===== src/hdl/sc2a_pkg.sv =====
// Shared types, scan code constants and the key map for the set-1 decoder.
// No dependencies.
package sc2a_pkg;

    // opcode values
    localparam logic OP_SCAN = 1'b0;
    localparam logic OP_READ = 1'b1;

    // set-1 scan codes
    localparam logic [7:0] SC_RSHIFT_MK = 8'h36;
    localparam logic [7:0] SC_LSHIFT_MK = 8'h2A;
    localparam logic [7:0] SC_RSHIFT_BK = 8'hB6;
    localparam logic [7:0] SC_LSHIFT_BK = 8'hAA;
    localparam logic [7:0] SC_CTRL_MK   = 8'h1D;
    localparam logic [7:0] SC_CTRL_BK   = 8'h9D;
    localparam logic [7:0] SC_ALT_MK    = 8'h38;
    localparam logic [7:0] SC_ALT_BK    = 8'hB8;
    localparam logic [7:0] SC_CAPS_MK   = 8'h3A;
    localparam logic [7:0] SC_NUM_MK    = 8'h45;
    localparam logic [7:0] SC_SCROLL_MK = 8'h46;
    localparam logic [7:0] SC_PREFIX    = 8'hE0;
    localparam logic [7:0] SC_F1_MK     = 8'h3B;
    localparam logic [7:0] SC_F10_MK    = 8'h44;
    localparam logic [7:0] SC_REL_LO    = 8'hBA;
    localparam logic [7:0] SC_REL_HI    = 8'hC6;
    localparam logic [7:0] SC_TABLE_END = 8'h54;
    localparam logic [7:0] CH_NONE      = 8'h80;

    localparam int FKEY_COUNT = 10;

    typedef struct packed {
        logic       opcode;
        logic [7:0] scan_code;
    } kbd_in_t;

    typedef struct packed {
        logic       read_valid;
        logic [7:0] read_char;
        logic       led_write;
        logic [2:0] led_mask;
        logic       fkey_hit;
        logic [3:0] fkey_index;
        logic       shift_held;
        logic       ctrl_held;
        logic       alt_held;
        logic       caps_on;
        logic       num_on;
        logic       scroll_on;
    } kbd_out_t;

    typedef struct packed {
        logic       push;
        logic       pop;
        logic [7:0] data;
    } fifo_req_t;

    // Key map for make codes below the table end. Caps lock swaps the
    // shifted and unshifted forms of the letter keys and the backslash key.
    function automatic logic [7:0] keymap(input logic [6:0] code,
                                          input logic shift,
                                          input logic caps);
        logic [7:0] p;
        logic [7:0] s;
        logic       letter;
        logic       sel;
        p = CH_NONE;
        s = CH_NONE;
        letter = 1'b0;
        case (code)
            7'h00: begin p = 8'h00; s = 8'h00; end
            7'h01: begin p = 8'h1B; s = 8'h1B; end
            7'h02: begin p = 8'h31; s = 8'h21; end
            7'h03: begin p = 8'h32; s = 8'h40; end
            7'h04: begin p = 8'h33; s = 8'h23; end
            7'h05: begin p = 8'h34; s = 8'h24; end
            7'h06: begin p = 8'h35; s = 8'h25; end
            7'h07: begin p = 8'h36; s = 8'h5E; end
            7'h08: begin p = 8'h37; s = 8'h26; end
            7'h09: begin p = 8'h38; s = 8'h2A; end
            7'h0A: begin p = 8'h39; s = 8'h28; end
            7'h0B: begin p = 8'h30; s = 8'h29; end
            7'h0C: begin p = 8'h2D; s = 8'h5F; end
            7'h0D: begin p = 8'h3D; s = 8'h2B; end
            7'h0E: begin p = 8'h08; s = 8'h08; end
            7'h0F: begin p = 8'h09; s = 8'h09; end
            7'h10: begin p = 8'h71; letter = 1'b1; end
            7'h11: begin p = 8'h77; letter = 1'b1; end
            7'h12: begin p = 8'h65; letter = 1'b1; end
            7'h13: begin p = 8'h72; letter = 1'b1; end
            7'h14: begin p = 8'h74; letter = 1'b1; end
            7'h15: begin p = 8'h79; letter = 1'b1; end
            7'h16: begin p = 8'h75; letter = 1'b1; end
            7'h17: begin p = 8'h69; letter = 1'b1; end
            7'h18: begin p = 8'h6F; letter = 1'b1; end
            7'h19: begin p = 8'h70; letter = 1'b1; end
            7'h1A: begin p = 8'h5B; s = 8'h7B; end
            7'h1B: begin p = 8'h5D; s = 8'h7D; end
            7'h1C: begin p = 8'h0D; s = 8'h0D; end
            7'h1E: begin p = 8'h61; letter = 1'b1; end
            7'h1F: begin p = 8'h73; letter = 1'b1; end
            7'h20: begin p = 8'h64; letter = 1'b1; end
            7'h21: begin p = 8'h66; letter = 1'b1; end
            7'h22: begin p = 8'h67; letter = 1'b1; end
            7'h23: begin p = 8'h68; letter = 1'b1; end
            7'h24: begin p = 8'h6A; letter = 1'b1; end
            7'h25: begin p = 8'h6B; letter = 1'b1; end
            7'h26: begin p = 8'h6C; letter = 1'b1; end
            7'h27: begin p = 8'h3B; s = 8'h3A; end
            7'h28: begin p = 8'h27; s = 8'h22; end
            7'h29: begin p = 8'h60; s = 8'h7E; end
            7'h2B: begin p = 8'h5C; s = 8'h7C; end
            7'h2C: begin p = 8'h7A; letter = 1'b1; end
            7'h2D: begin p = 8'h78; letter = 1'b1; end
            7'h2E: begin p = 8'h63; letter = 1'b1; end
            7'h2F: begin p = 8'h76; letter = 1'b1; end
            7'h30: begin p = 8'h62; letter = 1'b1; end
            7'h31: begin p = 8'h6E; letter = 1'b1; end
            7'h32: begin p = 8'h6D; letter = 1'b1; end
            7'h33: begin p = 8'h2C; s = 8'h3C; end
            7'h34: begin p = 8'h2E; s = 8'h3E; end
            7'h35: begin p = 8'h2F; s = 8'h3F; end
            7'h37: begin p = 8'h2A; s = 8'h2A; end
            7'h39: begin p = 8'h20; s = 8'h20; end
            7'h47: begin s = 8'h37; end
            7'h48: begin s = 8'h38; end
            7'h49: begin s = 8'h39; end
            7'h4B: begin s = 8'h34; end
            7'h4C: begin s = 8'h35; end
            7'h4D: begin s = 8'h36; end
            7'h4F: begin s = 8'h31; end
            7'h50: begin s = 8'h32; end
            7'h51: begin s = 8'h33; end
            7'h52: begin p = 8'h30; s = 8'h30; end
            7'h53: begin p = 8'h7F; s = 8'h7F; end
            default: begin p = CH_NONE; s = CH_NONE; end
        endcase
        if (letter) begin
            s = p ^ 8'h20;
        end
        sel = shift ^ (caps & (letter | (code == 7'h2B)));
        return sel ? s : p;
    endfunction

endpackage


===== src/hdl/sc2a_decode.sv =====
// Scan code decoder: modifier and lock flags, release arming, F-key report,
// key map lookup and FIFO push/pop requests. Depends on sc2a_pkg.
module sc2a_decode
(
    input  logic                clk,
    input  logic                rst_n,
    input  logic                proc,
    input  sc2a_pkg::kbd_in_t   item,
    input  logic                cfg_we,
    input  logic [9:0]          cfg_data,
    input  logic                fifo_empty,
    output sc2a_pkg::fifo_req_t fifo_req,
    output sc2a_pkg::kbd_out_t  res
);

    logic       shift_reg, shift_next;
    logic       ctrl_reg, ctrl_next;
    logic       alt_reg, alt_next;
    logic       caps_reg, caps_next;
    logic       num_reg, num_next;
    logic       scroll_reg, scroll_next;
    logic       armed_reg, armed_next;
    logic [9:0] fkey_en_reg;

    logic       push_c;
    logic       led_c;
    logic       fhit_c;
    logic [3:0] fidx_c;
    logic [7:0] fk_off;
    logic [7:0] ch_c;
    logic       rd_c;

    assign fk_off = item.scan_code - sc2a_pkg::SC_F1_MK;
    assign rd_c   = (item.opcode == sc2a_pkg::OP_READ) && !fifo_empty;

    always_comb
    begin
        shift_next  = shift_reg;
        ctrl_next   = ctrl_reg;
        alt_next    = alt_reg;
        caps_next   = caps_reg;
        num_next    = num_reg;
        scroll_next = scroll_reg;
        armed_next  = armed_reg;
        push_c      = 1'b0;
        led_c       = 1'b0;
        fhit_c      = 1'b0;
        fidx_c      = 4'd0;
        ch_c        = sc2a_pkg::CH_NONE;
        if (item.opcode == sc2a_pkg::OP_SCAN)
        begin
            case (item.scan_code)
                sc2a_pkg::SC_RSHIFT_MK, sc2a_pkg::SC_LSHIFT_MK: shift_next = 1'b1;
                sc2a_pkg::SC_RSHIFT_BK, sc2a_pkg::SC_LSHIFT_BK: shift_next = 1'b0;
                sc2a_pkg::SC_CTRL_MK: ctrl_next = 1'b1;
                sc2a_pkg::SC_CTRL_BK: ctrl_next = 1'b0;
                sc2a_pkg::SC_ALT_MK:  alt_next  = 1'b1;
                sc2a_pkg::SC_ALT_BK:  alt_next  = 1'b0;
                sc2a_pkg::SC_CAPS_MK:
                begin
                    if (armed_reg)
                    begin
                        caps_next  = ~caps_reg;
                        armed_next = 1'b0;
                        led_c      = 1'b1;
                    end
                end
                sc2a_pkg::SC_NUM_MK:
                begin
                    if (armed_reg)
                    begin
                        num_next   = ~num_reg;
                        armed_next = 1'b0;
                        led_c      = 1'b1;
                    end
                end
                sc2a_pkg::SC_SCROLL_MK:
                begin
                    if (armed_reg)
                    begin
                        scroll_next = ~scroll_reg;
                        armed_next  = 1'b0;
                        led_c       = 1'b1;
                    end
                end
                default:
                begin
                    if (item.scan_code >= sc2a_pkg::SC_F1_MK &&
                        item.scan_code <= sc2a_pkg::SC_F10_MK)
                    begin
                        if (armed_reg && fkey_en_reg[fk_off[3:0]])
                        begin
                            fhit_c     = 1'b1;
                            fidx_c     = fk_off[3:0];
                            armed_next = 1'b0;
                        end
                    end
                    else if (item.scan_code >= sc2a_pkg::SC_REL_LO &&
                             item.scan_code <= sc2a_pkg::SC_REL_HI)
                    begin
                        armed_next = 1'b1;
                    end
                    else if (item.scan_code == sc2a_pkg::SC_PREFIX ||
                             item.scan_code[7])
                    begin
                        // prefix or unrelated break code
                    end
                    else
                    begin
                        push_c = 1'b1;
                        if (item.scan_code < sc2a_pkg::SC_TABLE_END)
                        begin
                            ch_c = sc2a_pkg::keymap(item.scan_code[6:0],
                                                    shift_reg, caps_reg);
                        end
                    end
                end
            endcase
        end
    end

    always_ff @(posedge clk or negedge rst_n)
    begin
        if (!rst_n)
        begin
            shift_reg   <= 1'b0;
            ctrl_reg    <= 1'b0;
            alt_reg     <= 1'b0;
            caps_reg    <= 1'b0;
            num_reg     <= 1'b0;
            scroll_reg  <= 1'b0;
            armed_reg   <= 1'b1;
            fkey_en_reg <= 10'd0;
        end
        else
        begin
            if (cfg_we)
            begin
                fkey_en_reg <= cfg_data;
            end
            if (proc)
            begin
                shift_reg  <= shift_next;
                ctrl_reg   <= ctrl_next;
                alt_reg    <= alt_next;
                caps_reg   <= caps_next;
                num_reg    <= num_next;
                scroll_reg <= scroll_next;
                armed_reg  <= armed_next;
            end
        end
    end

    assign fifo_req.push = proc & push_c;
    assign fifo_req.pop  = proc & rd_c;
    assign fifo_req.data = ch_c;

    // read_char is filled in from the FIFO's registered read data
    assign res.read_valid = rd_c;
    assign res.read_char  = 8'd0;
    assign res.led_write  = led_c;
    assign res.led_mask   = {caps_next, num_next, scroll_next};
    assign res.fkey_hit   = fhit_c;
    assign res.fkey_index = fidx_c;
    assign res.shift_held = shift_next;
    assign res.ctrl_held  = ctrl_next;
    assign res.alt_held   = alt_next;
    assign res.caps_on    = caps_next;
    assign res.num_on     = num_next;
    assign res.scroll_on  = scroll_next;

endmodule


===== src/hdl/sc2a_fifo.sv =====
// Circular character FIFO; a push into a full FIFO replaces the newest entry.
// Read data is registered on a pop. Depends on sc2a_pkg.
module sc2a_fifo
#(
    parameter int FIFO_DEPTH = 128
)
(
    input  logic                clk,
    input  logic                rst_n,
    input  sc2a_pkg::fifo_req_t req,
    output logic                empty,
    output logic [7:0]          rd_data
);

    localparam int AW = (FIFO_DEPTH > 1) ? $clog2(FIFO_DEPTH) : 1;
    localparam int CW = $clog2(FIFO_DEPTH + 1);
    localparam logic [AW:0]   DEPTH_W  = (AW + 1)'(FIFO_DEPTH);
    localparam logic [CW-1:0] DEPTH_C  = CW'(FIFO_DEPTH);
    localparam logic [AW:0]   LAST_OFF = (AW + 1)'(FIFO_DEPTH - 1);

    logic [7:0]    mem [FIFO_DEPTH];
    logic [AW-1:0] head_reg;
    logic [CW-1:0] count_reg;
    logic [7:0]    rd_data_reg;

    logic          full;
    logic [AW:0]   wr_off;
    logic [AW:0]   wr_sum;
    logic [AW-1:0] wr_addr;
    logic [AW:0]   head_inc;
    logic [AW-1:0] head_next;

    assign full  = (count_reg == DEPTH_C);
    assign empty = (count_reg == '0);

    // full: overwrite the newest slot, else write just past it
    assign wr_off  = full ? LAST_OFF : (AW + 1)'(count_reg);
    assign wr_sum  = {1'b0, head_reg} + wr_off;
    assign wr_addr = (wr_sum >= DEPTH_W) ? AW'(wr_sum - DEPTH_W) : wr_sum[AW-1:0];

    assign head_inc  = {1'b0, head_reg} + (AW + 1)'(1);
    assign head_next = (head_inc == DEPTH_W) ? '0 : head_inc[AW-1:0];

    always_ff @(posedge clk)
    begin
        if (req.push)
        begin
            mem[wr_addr] <= req.data;
        end
        if (req.pop)
        begin
            rd_data_reg <= mem[head_reg];
        end
    end

    always_ff @(posedge clk or negedge rst_n)
    begin
        if (!rst_n)
        begin
            head_reg  <= '0;
            count_reg <= '0;
        end
        else if (req.pop)
        begin
            head_reg  <= head_next;
            count_reg <= count_reg - CW'(1);
        end
        else if (req.push && !full)
        begin
            count_reg <= count_reg + CW'(1);
        end
    end

    assign rd_data = rd_data_reg;

endmodule


===== src/hdl/scancode_to_ascii_keyboard_decoder_core.sv =====
// Top level of the set-1 scan code decoder: input register, decoder,
// character FIFO and result register. Depends on sc2a_pkg, sc2a_decode, sc2a_fifo.
//
// Usage:
//   in_*  : one beat per item; opcode 0 carries a scan code byte, opcode 1
//           asks for one character from the FIFO.
//   out_* : exactly one result beat per input beat, in order.
//   cfg_* : writes fkey_enable; always ready, write only while idle.
// Path: input register, then result register. Throughput: one item per
//   cycle unless a low out_ready stalls; the decode path is one key map lookup
//   plus flag logic, and the FIFO memory takes one push or one pop per cycle.
// Stall: while out_ready is low the result holds and the input register
//   still takes one more beat; in_ready drops only when both are full.
// Reset: modifier and lock flags clear, release arming is set, the FIFO is
//   empty and fkey_enable is zero. FIFO contents are not cleared; no
//   clearing pass is needed since only written entries are ever read.
module scancode_to_ascii_keyboard_decoder_core
#(
    parameter int FIFO_DEPTH = 128
)
(
    input  logic               clk,
    input  logic               rst_n,
    input  logic               in_valid,
    output logic               in_ready,
    input  sc2a_pkg::kbd_in_t  in_data,
    output logic               out_valid,
    input  logic               out_ready,
    output sc2a_pkg::kbd_out_t out_data,
    input  logic               cfg_valid,
    output logic               cfg_ready,
    input  logic [9:0]         cfg_data
);

    // input stage
    logic               in_valid_reg;
    sc2a_pkg::kbd_in_t  in_data_reg;

    // result stage (read_char comes from the FIFO read register)
    logic               out_valid_reg;
    sc2a_pkg::kbd_out_t res_reg;

    logic               advance;
    logic               proc;
    logic               fifo_empty;
    logic [7:0]         fifo_rd_data;
    sc2a_pkg::fifo_req_t fifo_req;
    sc2a_pkg::kbd_out_t dec_res;

    // result stage moves when it is empty or being drained
    assign advance  = !out_valid_reg || out_ready;
    assign proc     = in_valid_reg && advance;
    assign in_ready = !in_valid_reg || advance;

    assign cfg_ready = 1'b1;

    always_ff @(posedge clk or negedge rst_n)
    begin
        if (!rst_n)
        begin
            in_valid_reg  <= 1'b0;
            out_valid_reg <= 1'b0;
        end
        else
        begin
            if (in_ready)
            begin
                in_valid_reg <= in_valid;
            end
            if (advance)
            begin
                out_valid_reg <= in_valid_reg;
            end
        end
    end

    always_ff @(posedge clk)
    begin
        if (in_valid && in_ready)
        begin
            in_data_reg <= in_data;
        end
        if (proc)
        begin
            res_reg <= dec_res;
        end
    end

    sc2a_decode u_decode
    (
        .clk        (clk),
        .rst_n      (rst_n),
        .proc       (proc),
        .item       (in_data_reg),
        .cfg_we     (cfg_valid && cfg_ready),
        .cfg_data   (cfg_data),
        .fifo_empty (fifo_empty),
        .fifo_req   (fifo_req),
        .res        (dec_res)
    );

    sc2a_fifo
    #(
        .FIFO_DEPTH (FIFO_DEPTH)
    )
    u_fifo
    (
        .clk     (clk),
        .rst_n   (rst_n),
        .req     (fifo_req),
        .empty   (fifo_empty),
        .rd_data (fifo_rd_data)
    );

    // merge the popped character into the result
    always_comb
    begin
        out_data = res_reg;
        out_data.read_char = res_reg.read_valid ? fifo_rd_data : 8'd0;
    end

    assign out_valid = out_valid_reg;

endmodule


===== config.mk =====
export PLATFORM = sky130hd
export DESIGN_NAME = scancode_to_ascii_keyboard_decoder_core
export DESIGN_NICKNAME = d
export VERILOG_FILES = /design/src/hdl/sc2a_pkg.sv /design/src/hdl/sc2a_decode.sv /design/src/hdl/sc2a_fifo.sv /design/src/hdl/scancode_to_ascii_keyboard_decoder_core.sv
export SDC_FILE = /design/constraint.sdc
export NUM_CORES = 1
export LEC_CHECK = 0
export BUFFER_PORTS_ARGS = -buffer_cell sky130_fd_sc_hd__buf_2
export CORE_MARGIN = 2
export CORE_UTILIZATION = 40
export CTS_CLUSTER_DIAMETER = 30
export DETAILED_ROUTE_END_ITERATION = 8
export PLACE_DENSITY = 0.54
export RECOVER_POWER = 25
export SKIP_CTS_REPAIR_TIMING = 1
export SLEW_MARGIN = 20
export SYNTH_ARGS = -nofsm -noshare
export SYNTH_HDL_FRONTEND = slang
export SYNTH_SLANG_ARGS = --single-unit

===== constraint.sdc =====
create_clock -name clk -period 9.17 [get_ports clk]
set_input_delay 1.834 -clock clk [delete_from_list [all_inputs] [get_ports clk]]
set_output_delay 1.834 -clock clk [all_outputs]
set_load 0.1 [all_outputs]

==> metrics.md, run 1 <==
| Metric | Value |
|---|---|
| Max_slew headroom | -55.9% |
| Total number of vias | between 20000 and 25000 |
| Worst-Margin Slew | ~2300 ps |
| Peak supply drop | 0.000219 V |
| Port bufs | 49 |
| Max incr delay on CP | between 1500 and 2000 ps |
| WL/cell | roughly 27 um |
| Clock Pin Slew Worst Setup and Hold Paths | 50 ps |
| Flops & latches, synth | roughly 1100 |
| Critical Path RT | 9630 ps |
| CTS tree | yes |
| Largest register FFs | 1024 |
| Die span in x | 338 um |
| Most frequent CP cell | or3_1 |
| Final Util | between 40% and 50% |
| Period utilization | between 60 and 70% |
| Max Buffers Root-to-Sink | 3 |
| Ant diodes | 0 |
| Status | finished, violations left |
| CP Cell Sequence | inv_1, ha_1, nor4_1, or3_1, a41oi_1, or3_1, nor4b_1, a211o_1, buf_4 |
| Setup TNS | 0 ps |
| Routed WL | between 100 and 150 mm |
| Area growth syn-to-layout | 20.4% |
| Slowest cell on crit path | a211o_1 |
| CTS Sinks | roughly 1100 |
| Gp weighted congestion | 0.876 |
| Rows | 122 |
| LEAKAGE | 17.4 nW |
| Crit path kind | flop to flop |
| Final #Nets | about 2400 |
| Core ar. | about 110000 um2 |
| Worst Hold Class | flop to flop |
| Share of layout cells above drive strength 1 | 30.3% |
| CTS Buf Count | around 210 |
| Drt pass-1 iters | 5 |
| Critical path's top delay family | compound AO/OA/AOI/OAI gates |
| CP Capture Type | flop |
| Ranking of synthesized cells by area | edfxtp_1 71%, mux4_2 16%, dfrtp_1 1.8%, nor2_1 1.6%, mux2i_1 0.56% |
| DRC | 0 |
| Layout Cells excl Fill | ~4100 |
| Fin. Hold Viols | 0 |
| Crit path DAT | 6730 ps |
| Vias per cell | approximately 5.6 |
| Avg Cell Area, Syn | between 20 and 25 um2 |
| Global-route wire length before repair | approximately 160 mm |
| Synth cell count leaders | 1054 x edfxtp_1, 322 x mux4_2, 193 x nor2_1 |
| Minimum clock period | 6270 ps |
| Worst-Skew Late Latency | around 800 ps |
| Seq/Total Area, Yosys | ~73% |
| GR Overflow Total | 0 |
| Detail Route Antenna Nets | 0 |
| Count leader, synth | edfxtp_1 |
| Main synth FF type | edfxtp_1 |
| Initial Utilization | roughly 40% |
| Mapped cell area | 44700 um2 |
| Max cap viols | 5 |
| PD cells | approximately 330 nW/um2 |
| Yosys top cell by area | edfxtp_1 |
| Final setup fails | 0 |
| H-tree depth | 4 |
| Vias in the first global route | 23500 |
| Die ar. | approximately 110000 um2 |
| EDFF count, synth | around 1100 |
| 1st-iter DRT viols | ~2200 |
| Syn nets | 2275 |
| Final Max Slew Viols | roughly 200 |
| CTS root buf | clkbuf_16 |
| Largest net degree at the start of global routing | 97 |
| Synth cell types | 85 |
| Number of I/O pins | 51 |
| Crit-path max FO | 69 |
| Setup Skew | ~60 ps |
| Die Y | between 300 and 400 um |
| Violated checks | capacitance limit, slew limit |
| RSZ-0062 raised after global routing | no |
| DP HPWL | around 63 mm |
| Async S/R FF share, synth | 3.13% |
| Fmax | ~160 MHz |
| Worst Setup Start Kind | flop |
| Inst Count DP | 3670 |
| Antenna violations before repair | 0 |
| Tot GR Track Use | a little under a fifth |
| Synth top area share | between 70% and 80% |
| Buf+Inv Stages, Crit Path | 2 |
| Fillers | about 9000 |
| Synthesis Warnings | 0 |
| Cells after Synth | 2230 |
worst reg2reg max path, stage by stage, from the launching register on:
cell and delay (ps):
edfxtp_1 640, inv_1 130, ha_1 550, nor4_1 440
or3_1 160, a41oi_1 180, or3_1 480, nor4b_1 660
a211o_1 1760, buf_4 870
area by class of cell:
type | instances | area (um2) | share of cell area, %
clock inverter | 164 | 1920 | 3.58
clock buffer | 232 | 5400 | 10.0
inverter | 18 | 67.6 | 0.126
sequential | 1088 | 32500 | 60.5
tap | 1488 | 1860 | 3.46
multi-input combinational | 990 | 11500 | 21.3
timing repair buffer | 89 | 528 | 0.982
metal layers:
layer  track usage (%)  routed length [um]
met1              27.2               48300
met2              29.8               51900
met3              4.29                6610
met4              5.15                1790
met5                 0                   0
cell families (layout without fill, tap and decap cells):
family	after synthesis	after routing	share of synthesized area [%]
buf+inv	152	503	1.64
mux	370	370	17.4
compound gates	176	176	2.69
flops	1088	1088	72.8
fa+ha+maj	21	21	0.622
xor+xnor	36	36	0.706
other cells	1	1	0.00840
simple gates	386	386	4.19
through the flow:
stage	hold WS [ps]	setup slack [ps]	area, um2	total power, mW
after detailed placement	460	3370	46500	9.98
after floorplan	439	232	44700	8.73
after global placement	457	3480	46500	9.96
final	469	2900	53800	17.6
after CTS	472	3900	53800	17.7
after global routing	503	2320	53800	18.2
cell usage in the layout (no fill, tap or decap), types with 7 or more instances in the layout:
cell type,count
o211ai_1,19
buf_2,21
clkinv_4,24
clkbuf_1,51
mux4_2,322
xnor2_1,20
o21ai_0,39
nand2b_1,15
nor2b_1,15
mux2_2,22
clkinvlp_4,30
buf_4,33
clkbuf_16,213
inv_1,17
xor2_1,16
nand3_1,14
edfxtp_1,1054
nor2_1,193
dfrtp_1,28
a211oi_1,7
nor3_1,13
inv_6,26
a21oi_1,40
ha_1,19
and2_1,10
nand4_1,18
clkinv_2,17
or3_1,8
mux2i_1,25
nand2_1,47
clkinv_1,26
bufinv_16,25
path summary, 6_finish.rpt:
path	from	to	slack [ps]	depth (start not counted)
worst max register to register	in_data_reg[0]	u_fifo.mem[85][7]	2900	9
worst max-delay path	in_data_reg[0]	u_fifo.mem[85][7]	2900	9
worst min-delay path	u_decode.ctrl_reg	u_decode.ctrl_reg	470	2
worst min register to register	u_decode.ctrl_reg	u_decode.ctrl_reg	470	2
min in group asynchronous	rst_n	u_fifo.count_reg[0]	1640	1
max in group asynchronous	rst_n	u_fifo.head_reg[0]	6070	1
report_power, final:
part           internal, mW  switching (mW)
Combinational          1.75            2.26
Clock                  5.02            2.71
Sequential             5.60           0.216
Total                  12.4            5.18
(Power assumes the default switching activity.)
==> inputs of run 2 (changes only) <==
==> constraint.sdc (replaced) <==
create_clock -name clk -period 5.48 [get_ports clk]
set_input_delay 1.096 -clock clk [delete_from_list [all_inputs] [get_ports clk]]
set_output_delay 1.096 -clock clk [all_outputs]
set_load 0.1 [all_outputs]
==> metrics.md, run 2 (synthesis gave the netlist of run 1 again) <==
| Metric | Value |
|---|---|
| NetSw | 8.60 mW (was 5.18 mW) |
| Max_slew headroom | -64.7% (was -55.9%) |
| Share of layout cells above drive strength 1 | 31.3% (was 30.3%) |
| Status | finished, violations left (unchanged) |
| Global-route wire length before repair | 169 mm (was 161 mm) |
| Design Area, Final | 54800 um2 (was 53800 um2) |
| Most frequent cells in the layout | 1054 x edfxtp_1, 322 x mux4_2, 218 x clkbuf_16, 193 x nor2_1, 124 x clkbuf_1 (was 1054 x edfxtp_1, 322 x mux4_2, 213 x clkbuf_16, 193 x nor2_1, 51 x clkbuf_1) |
| DP HPWL | 68.6 mm (was 63.5 mm) |
| Worst Setup Start Kind | flop (unchanged) |
| Max cap viols | 1 (was 5) |
| Switch share | 29.1% (was 29.5%) |
| Vias per cell | 5.56 (was 5.61) |
| Fmax | 196 MHz (was 160 MHz) |
| Ant diodes | 0 (unchanged) |
| Vias in the first global route | 24400 (was 23500) |
| Comb pwr share | 24.5% (was 22.9%) |
| Number of I/O pins | 51 (unchanged) |
| Multi-input combinational cell area | 11500 um2 (about the same) |
| Die span in x | 338 um (unchanged) |
| Max Buffers Root-to-Sink | 3 (unchanged) |
| Clock Power Share | 43.2% (was 44.0%) |
| CTS root buf | clkbuf_16 (unchanged) |
| Inst Count DP | 3830 (was 3670) |
| Layout Cells excl Fill | 4230 (was 4069) |
| Worst Hold Class | flop to flop (unchanged) |
| H-tree depth | 4 (unchanged) |
| Crit path kind | flop to flop (unchanged) |
| Routed WL | 114 mm (was 109 mm) |
| GR Overflow Total | 0 (unchanged) |
| PD cells | 540 nW/um2 (was 326 nW/um2) |
| Tot GR Track Use | 20.1% (was 19.1%) |
| 1st-iter DRT viols | 2417 (was 2211) |
| LEAKAGE | 18.0 nW (was 17.4 nW) |
| DRC | 0 (unchanged) |
| CP Capture Type | flop (unchanged) |
| Period utilization | 93.3% (was 68.3%) |
| Clock Pin Slew Worst Setup and Hold Paths | 40 ps (was 50 ps) |
| Setup Skew | 26.7 ps (was 60.7 ps) |
| Peak supply drop | 0.000534 V (was 0.000219 V) |
| Rows | 122 (unchanged) |
| Drt pass-1 iters | 5 (unchanged) |
| Placed Area | 47800 um2 (was 46500 um2) |
| Slowest cell on crit path | nor2_4 (was a211o_1) |
| Antenna violations before repair | 3 (was 0) |
| Die Y | 338 um (unchanged) |
| Max incr delay on CP | 780 ps (was 1760 ps) |
| Worst-Skew Late Latency | 770 ps (was 800 ps) |
| Port bufs | 49 (unchanged) |
| Die ar. | 114000 um2 (unchanged) |
| CTS tree | yes (unchanged) |
| Crit path DAT | 5570 ps (was 6730 ps) |
| Reg area | 32500 um2 (about the same) |
| Gp weighted congestion | 0.882 (was 0.876) |
| Critical Path RT | 5940 ps (was 9630 ps) |
| Total number of vias | 23500 (was 22800) |
| Violated checks | capacitance limit, slew limit (unchanged) |
| Fillers | 8991 (was 8994) |
| Final #Nets | 2603 (was 2445) |
| Fin. Hold Viols | 0 (unchanged) |
| CTS Buf Count | 214 (was 213) |
| Area growth syn-to-layout | 22.6% (was 20.4%) |
| RSZ-0062 raised after global routing | no (unchanged) |
| Sequential group share of total power | 32.3% (was 33.1%) |
| Minimum clock period | 5110 ps (was 6270 ps) |
| Largest net degree at the start of global routing | 129 (was 97) |
| Pint | 21.0 mW (was 12.4 mW) |
| Crit-path max FO | 60 (was 69) |
| Core ar. | 111000 um2 (unchanged) |
| WL/cell | 26.9 um (was 26.7 um) |
| Final setup fails | 0 (unchanged) |
| CP Cell Sequence | ha_1, nor2_1, o32a_1, o2111ai_2, nor3_1, o211ai_1, nor2_4, buf_4 (was inv_1, ha_1, nor4_1, or3_1, a41oi_1, or3_1, nor4b_1, a211o_1, buf_4) |
| Worst-Margin Slew | 2470 ps (was 2340 ps) |
| Largest register FFs | 1024 (unchanged) |
| CTS Sinks | 1088 (unchanged) |
| Commonest non-fill, non-tap cell in the layout | edfxtp_1 (unchanged) |
| Detail Route Antenna Nets | 0 (unchanged) |
| Final Max Slew Viols | 35 (was 199) |
| Initial Utilization | 40.4% (unchanged) |
-- run 2: cell types whose count changed in the layout (fill, tap and decap cells not counted), sizes merged --
| cell | before | now |
|---|---|---|
| bufinv | 25 | 27 |
| clkinv | 74 | 84 |
| clkinvlp | 30 | 26 |
| clkbuf | 265 | 345 |
| inv | 53 | 34 |
| buf | 56 | 148 |
-- run 2: stage by stage --
| step | hold WS [ps] | setup TNS [ps] | power [mW] | utilization [%] | setup WS [ps] |
|---|---|---|---|---|---|
| finish | 479 | 0 | 29.6 | 49.5 | 367 |
| CTS | 462 | 0 | 30.0 | 49.8 | 316 |
| detailed placement | 469 | 0 | 17.1 | 43.2 | 336 |
| global placement | 452 | 0 | 17.1 | 43.2 | 418 |
| floorplan | 439 | -142110 | 14.6 | - | -1110 |
| global route | 477 | 0 | 30.7 | 49.5 | 25.6 |
-- run 2: worst paths after layout --
| check | startpoint | end | slack [ps] | cells after the start |
|---|---|---|---|---|
| worst max-delay path | in_data_reg[0] | u_fifo.mem[89][4] | 370 | 8 |
| worst min-delay path | u_decode.alt_reg | u_decode.alt_reg | 480 | 2 |
| worst max register to register | in_data_reg[0] | u_fifo.mem[89][4] | 370 | 8 |
| worst min register to register | u_decode.alt_reg | u_decode.alt_reg | 480 | 2 |
| max in group asynchronous | rst_n | u_fifo.head_reg[1] | 2620 | 1 |
| min in group asynchronous | rst_n | u_decode.caps_reg | 1110 | 1 |
-- run 2: power groups by stage --
stage	Combinational, mW	Clock, mW	Sequential [mW]
final	7.26	12.8	9.56
after floorplan	4.96	0	9.65
after global routing	7.69	13.5	9.57
after detailed placement	7.42	0	9.71
after CTS	7.44	13.0	9.56
after global placement	7.40	0	9.70
-- run 2: layer usage --
metal / vias up / wire length, um / share of wire [%] / track usage (%)
met5: - / 0 / 0 / 0
met4: 0 / 2470 / 2.2 / 6.30
met3: 150 / 6710 / 5.9 / 3.54
met2: 869 / 55200 / 49 / 32.0
met1: 12500 / 49200 / 43 / 28.2
li1: 9983 / - / - / -
-- run 2: layout make-up --
type	instances	share of cell area, %
multi-input cells	990	21.0
clock inverters	153	3.10
well taps	1488	3.40
inverters	18	0.123
clock buffers	247	10.2
repair buffers	246	2.86
flip-flops and latches	1088	59.4
-- run 2: critical path, delay by kind of cell (launching register included) --
kind | cells | cell delay (ps)
compound gates | 3 | 1000
flops | 1 | 620
buf+inv | 1 | 670
fa+ha+maj | 1 | 500
simple gates | 3 | 1920
==> inputs of run 3 (changes only) <==
==> constraint.sdc (replaced) <==
create_clock -name clk -period 5.48 [get_ports clk]
set_input_delay 0 -clock clk [delete_from_list [all_inputs] [get_ports clk]]
set_output_delay 0 -clock clk [all_outputs]
set_load 0.1 [all_outputs]
==> metrics.md, run 3 (synthesis gave the netlist of run 1 again) <==
| Metric | Value |
|---|---|
| CTS root buf | clkbuf_16 (unchanged) |
| Worst Setup Start Kind | flop (unchanged) |
| Final #Nets | 2656 (was 2603) |
| Commonest non-fill, non-tap cell in the layout | edfxtp_1 (unchanged) |
| Final setup fails | 0 (unchanged) |
| Design Area, Final | 55700 um2 (was 54800 um2) |
| Status | finished, violations left (unchanged) |
| Setup Skew | 40.1 ps (was 26.7 ps) |
| Clock Power Share | 44.6% (was 43.2%) |
| Max_slew headroom | -33.5% (was -64.7%) |
| Number of I/O pins | 51 (unchanged) |
| Critical Path RT | 5880 ps (was 5940 ps) |
| WL/cell | 26.7 um (was 26.9 um) |
| Clock Pin Slew Worst Setup and Hold Paths | 50 ps (was 40 ps) |
| Placed Area | 47800 um2 (about the same) |
| Rows | 122 (unchanged) |
| Crit path DAT | 5350 ps (was 5570 ps) |
| Routed WL | 115 mm (was 114 mm) |
| Overall power | 30.3 mW (was 29.6 mW) |
| Initial Utilization | 40.4% (unchanged) |
| CTS tree | yes (unchanged) |
| Fillers | 8925 (was 8991) |
| Minimum clock period | 4960 ps (was 5110 ps) |
| DP HPWL | 68.7 mm (was 68.6 mm) |
| Layout Cells excl Fill | 4290 (was 4230) |
| Hold WS | 84.1 ps (was 479 ps) |
| Share of layout cells above drive strength 1 | 32.3% (was 31.3%) |
| Detail Route Antenna Nets | 0 (unchanged) |
| Drt pass-1 iters | 5 (unchanged) |
| LEAKAGE | 18.4 nW (was 18.0 nW) |
| GR Overflow Total | 0 (unchanged) |
| Violated checks | capacitance limit, slew limit (unchanged) |
| CTS Sinks | 1088 (unchanged) |
| H-tree depth | 4 (unchanged) |
| Global-route wire length before repair | 169 mm (about the same) |
| Pint | 21.4 mW (was 21.0 mW) |
| Fmax | 202 MHz (was 196 MHz) |
| Period utilization | 90.5% (was 93.3%) |
| Final Util | 50.4% (was 49.5%) |
| Area growth syn-to-layout | 24.8% (was 22.6%) |
| Vias in the first global route | 24600 (was 24400) |
| Sequential group share of total power | 31.8% (was 32.3%) |
| Inst Count DP | 3826 (was 3830) |
| Hold depth | 4 (was 2) |
| CTS Buf Count | 217 (was 214) |
| Core ar. | 111000 um2 (unchanged) |
| RSZ-0062 raised after global routing | no (unchanged) |
| Die Y | 338 um (unchanged) |
| Total number of vias | 23700 (was 23500) |
| Vias per cell | 5.53 (was 5.56) |
| Most frequent cells in the layout | 1054 x edfxtp_1, 322 x mux4_2, 217 x clkbuf_16, 194 x nor2_1, 115 x buf_4 (was 1054 x edfxtp_1, 322 x mux4_2, 218 x clkbuf_16, 193 x nor2_1, 124 x clkbuf_1) |
| NetSw | 8.89 mW (was 8.60 mW) |
| Setup TNS | 0 ps (unchanged) |
| Gp weighted congestion | 0.878 (was 0.882) |
| Comb pwr share | 23.6% (was 24.5%) |
| CP Capture Type | flop (unchanged) |
| Fin. Hold Viols | 0 (unchanged) |
| DRC | 0 (unchanged) |
| Largest register FFs | 1024 (unchanged) |
| Die span in x | 338 um (unchanged) |
| Dpl ws | 711 ps (was 336 ps) |
| Worst Hold Class | input port to flop (was flop to flop) |
| Max Buffers Root-to-Sink | 3 (unchanged) |
| Worst r2r path cells | 11 (was 8) |
| Worst-Skew Late Latency | 800 ps (was 770 ps) |
| Die ar. | 114000 um2 (unchanged) |
| Crit path kind | flop to flop (unchanged) |
| Ant diodes | 0 (unchanged) |
| Port bufs | 49 (unchanged) |
| Antenna violations before repair | 2 (was 3) |
| Crit-path max FO | 23 (was 60) |
| Max cap viols | 1 (unchanged) |
| Peak supply drop | 0.000459 V (was 0.000534 V) |
| 1st-iter DRT viols | 2346 (was 2417) |
| Switch share | 29.4% (was 29.1%) |
| PD cells | 543 nW/um2 (was 540 nW/um2) |
| Largest net degree at the start of global routing | 129 (unchanged) |
| Tot GR Track Use | 20.0% (was 20.1%) |
| Worst-Margin Slew | 2000 ps (was 2470 ps) |
| Setup slack after layout | 521 ps (was 367 ps) |
| Final Max Slew Viols | 99 (was 35) |
-- run 3: power by group through the flow --
stage / Sequential, mW / Combinational, mW / Clock (mW)
2_1_floorplan: 9.65 / 4.96 / 0
4_1_cts: 9.62 / 7.31 / 13.7
3_5_place_dp: 9.78 / 7.27 / 0
6_report: 9.62 / 7.14 / 13.5
3_3_place_gp: 9.77 / 7.24 / 0
5_1_grt: 9.64 / 7.57 / 14.1
-- run 3: layer usage --
metal | share of wire (%) | up-vias | global-route usage [%] | routed length (um)
li1 | - | 10100 | - | -
met1 | 43 | 12600 | 27.4 | 49400
met2 | 49 | 821 | 32.0 | 55800
met3 | 5.8 | 204 | 4.10 | 6620
met4 | 2.5 | 0 | 6.67 | 2900
met5 | 0 | - | 0 | 0
-- run 3: layout make-up --
class | instances | area (um2) | area share [%]
tap | 1488 | 1860 | 3.34
inverter | 18 | 67.6 | 0.121
clock inverter | 181 | 2200 | 3.95
clock buffer | 229 | 5480 | 9.82
timing repair buffer | 296 | 2100 | 3.77
sequential | 1088 | 32500 | 58.4
multi-input combinational | 990 | 11500 | 20.6
-- run 3: critical path: stages (launching register included) --
cell	delay, ps
edfxtp_1	620
inv_1	120
ha_1	500
and3b_1	330
a21oi_1	150
o2111ai_1	180
or4_1	670
nor2_1	340
nand3_1	690
clkbuf_1	370
nor2_1	140
clkbuf_1	440
-- run 3: final timing paths --
kind,slack (ps),end,start
max in group asynchronous,2850,u_decode.fkey_en_reg[6],rst_n
worst min-delay path,80,out_valid,out_ready
min in group asynchronous,630,u_fifo.count_reg[0],rst_n
worst max register to register,520,u_fifo.mem[0][0],in_data_reg[0]
worst min register to register,480,u_decode.ctrl_reg,u_decode.ctrl_reg
worst max-delay path,520,u_fifo.mem[0][0],in_data_reg[0]
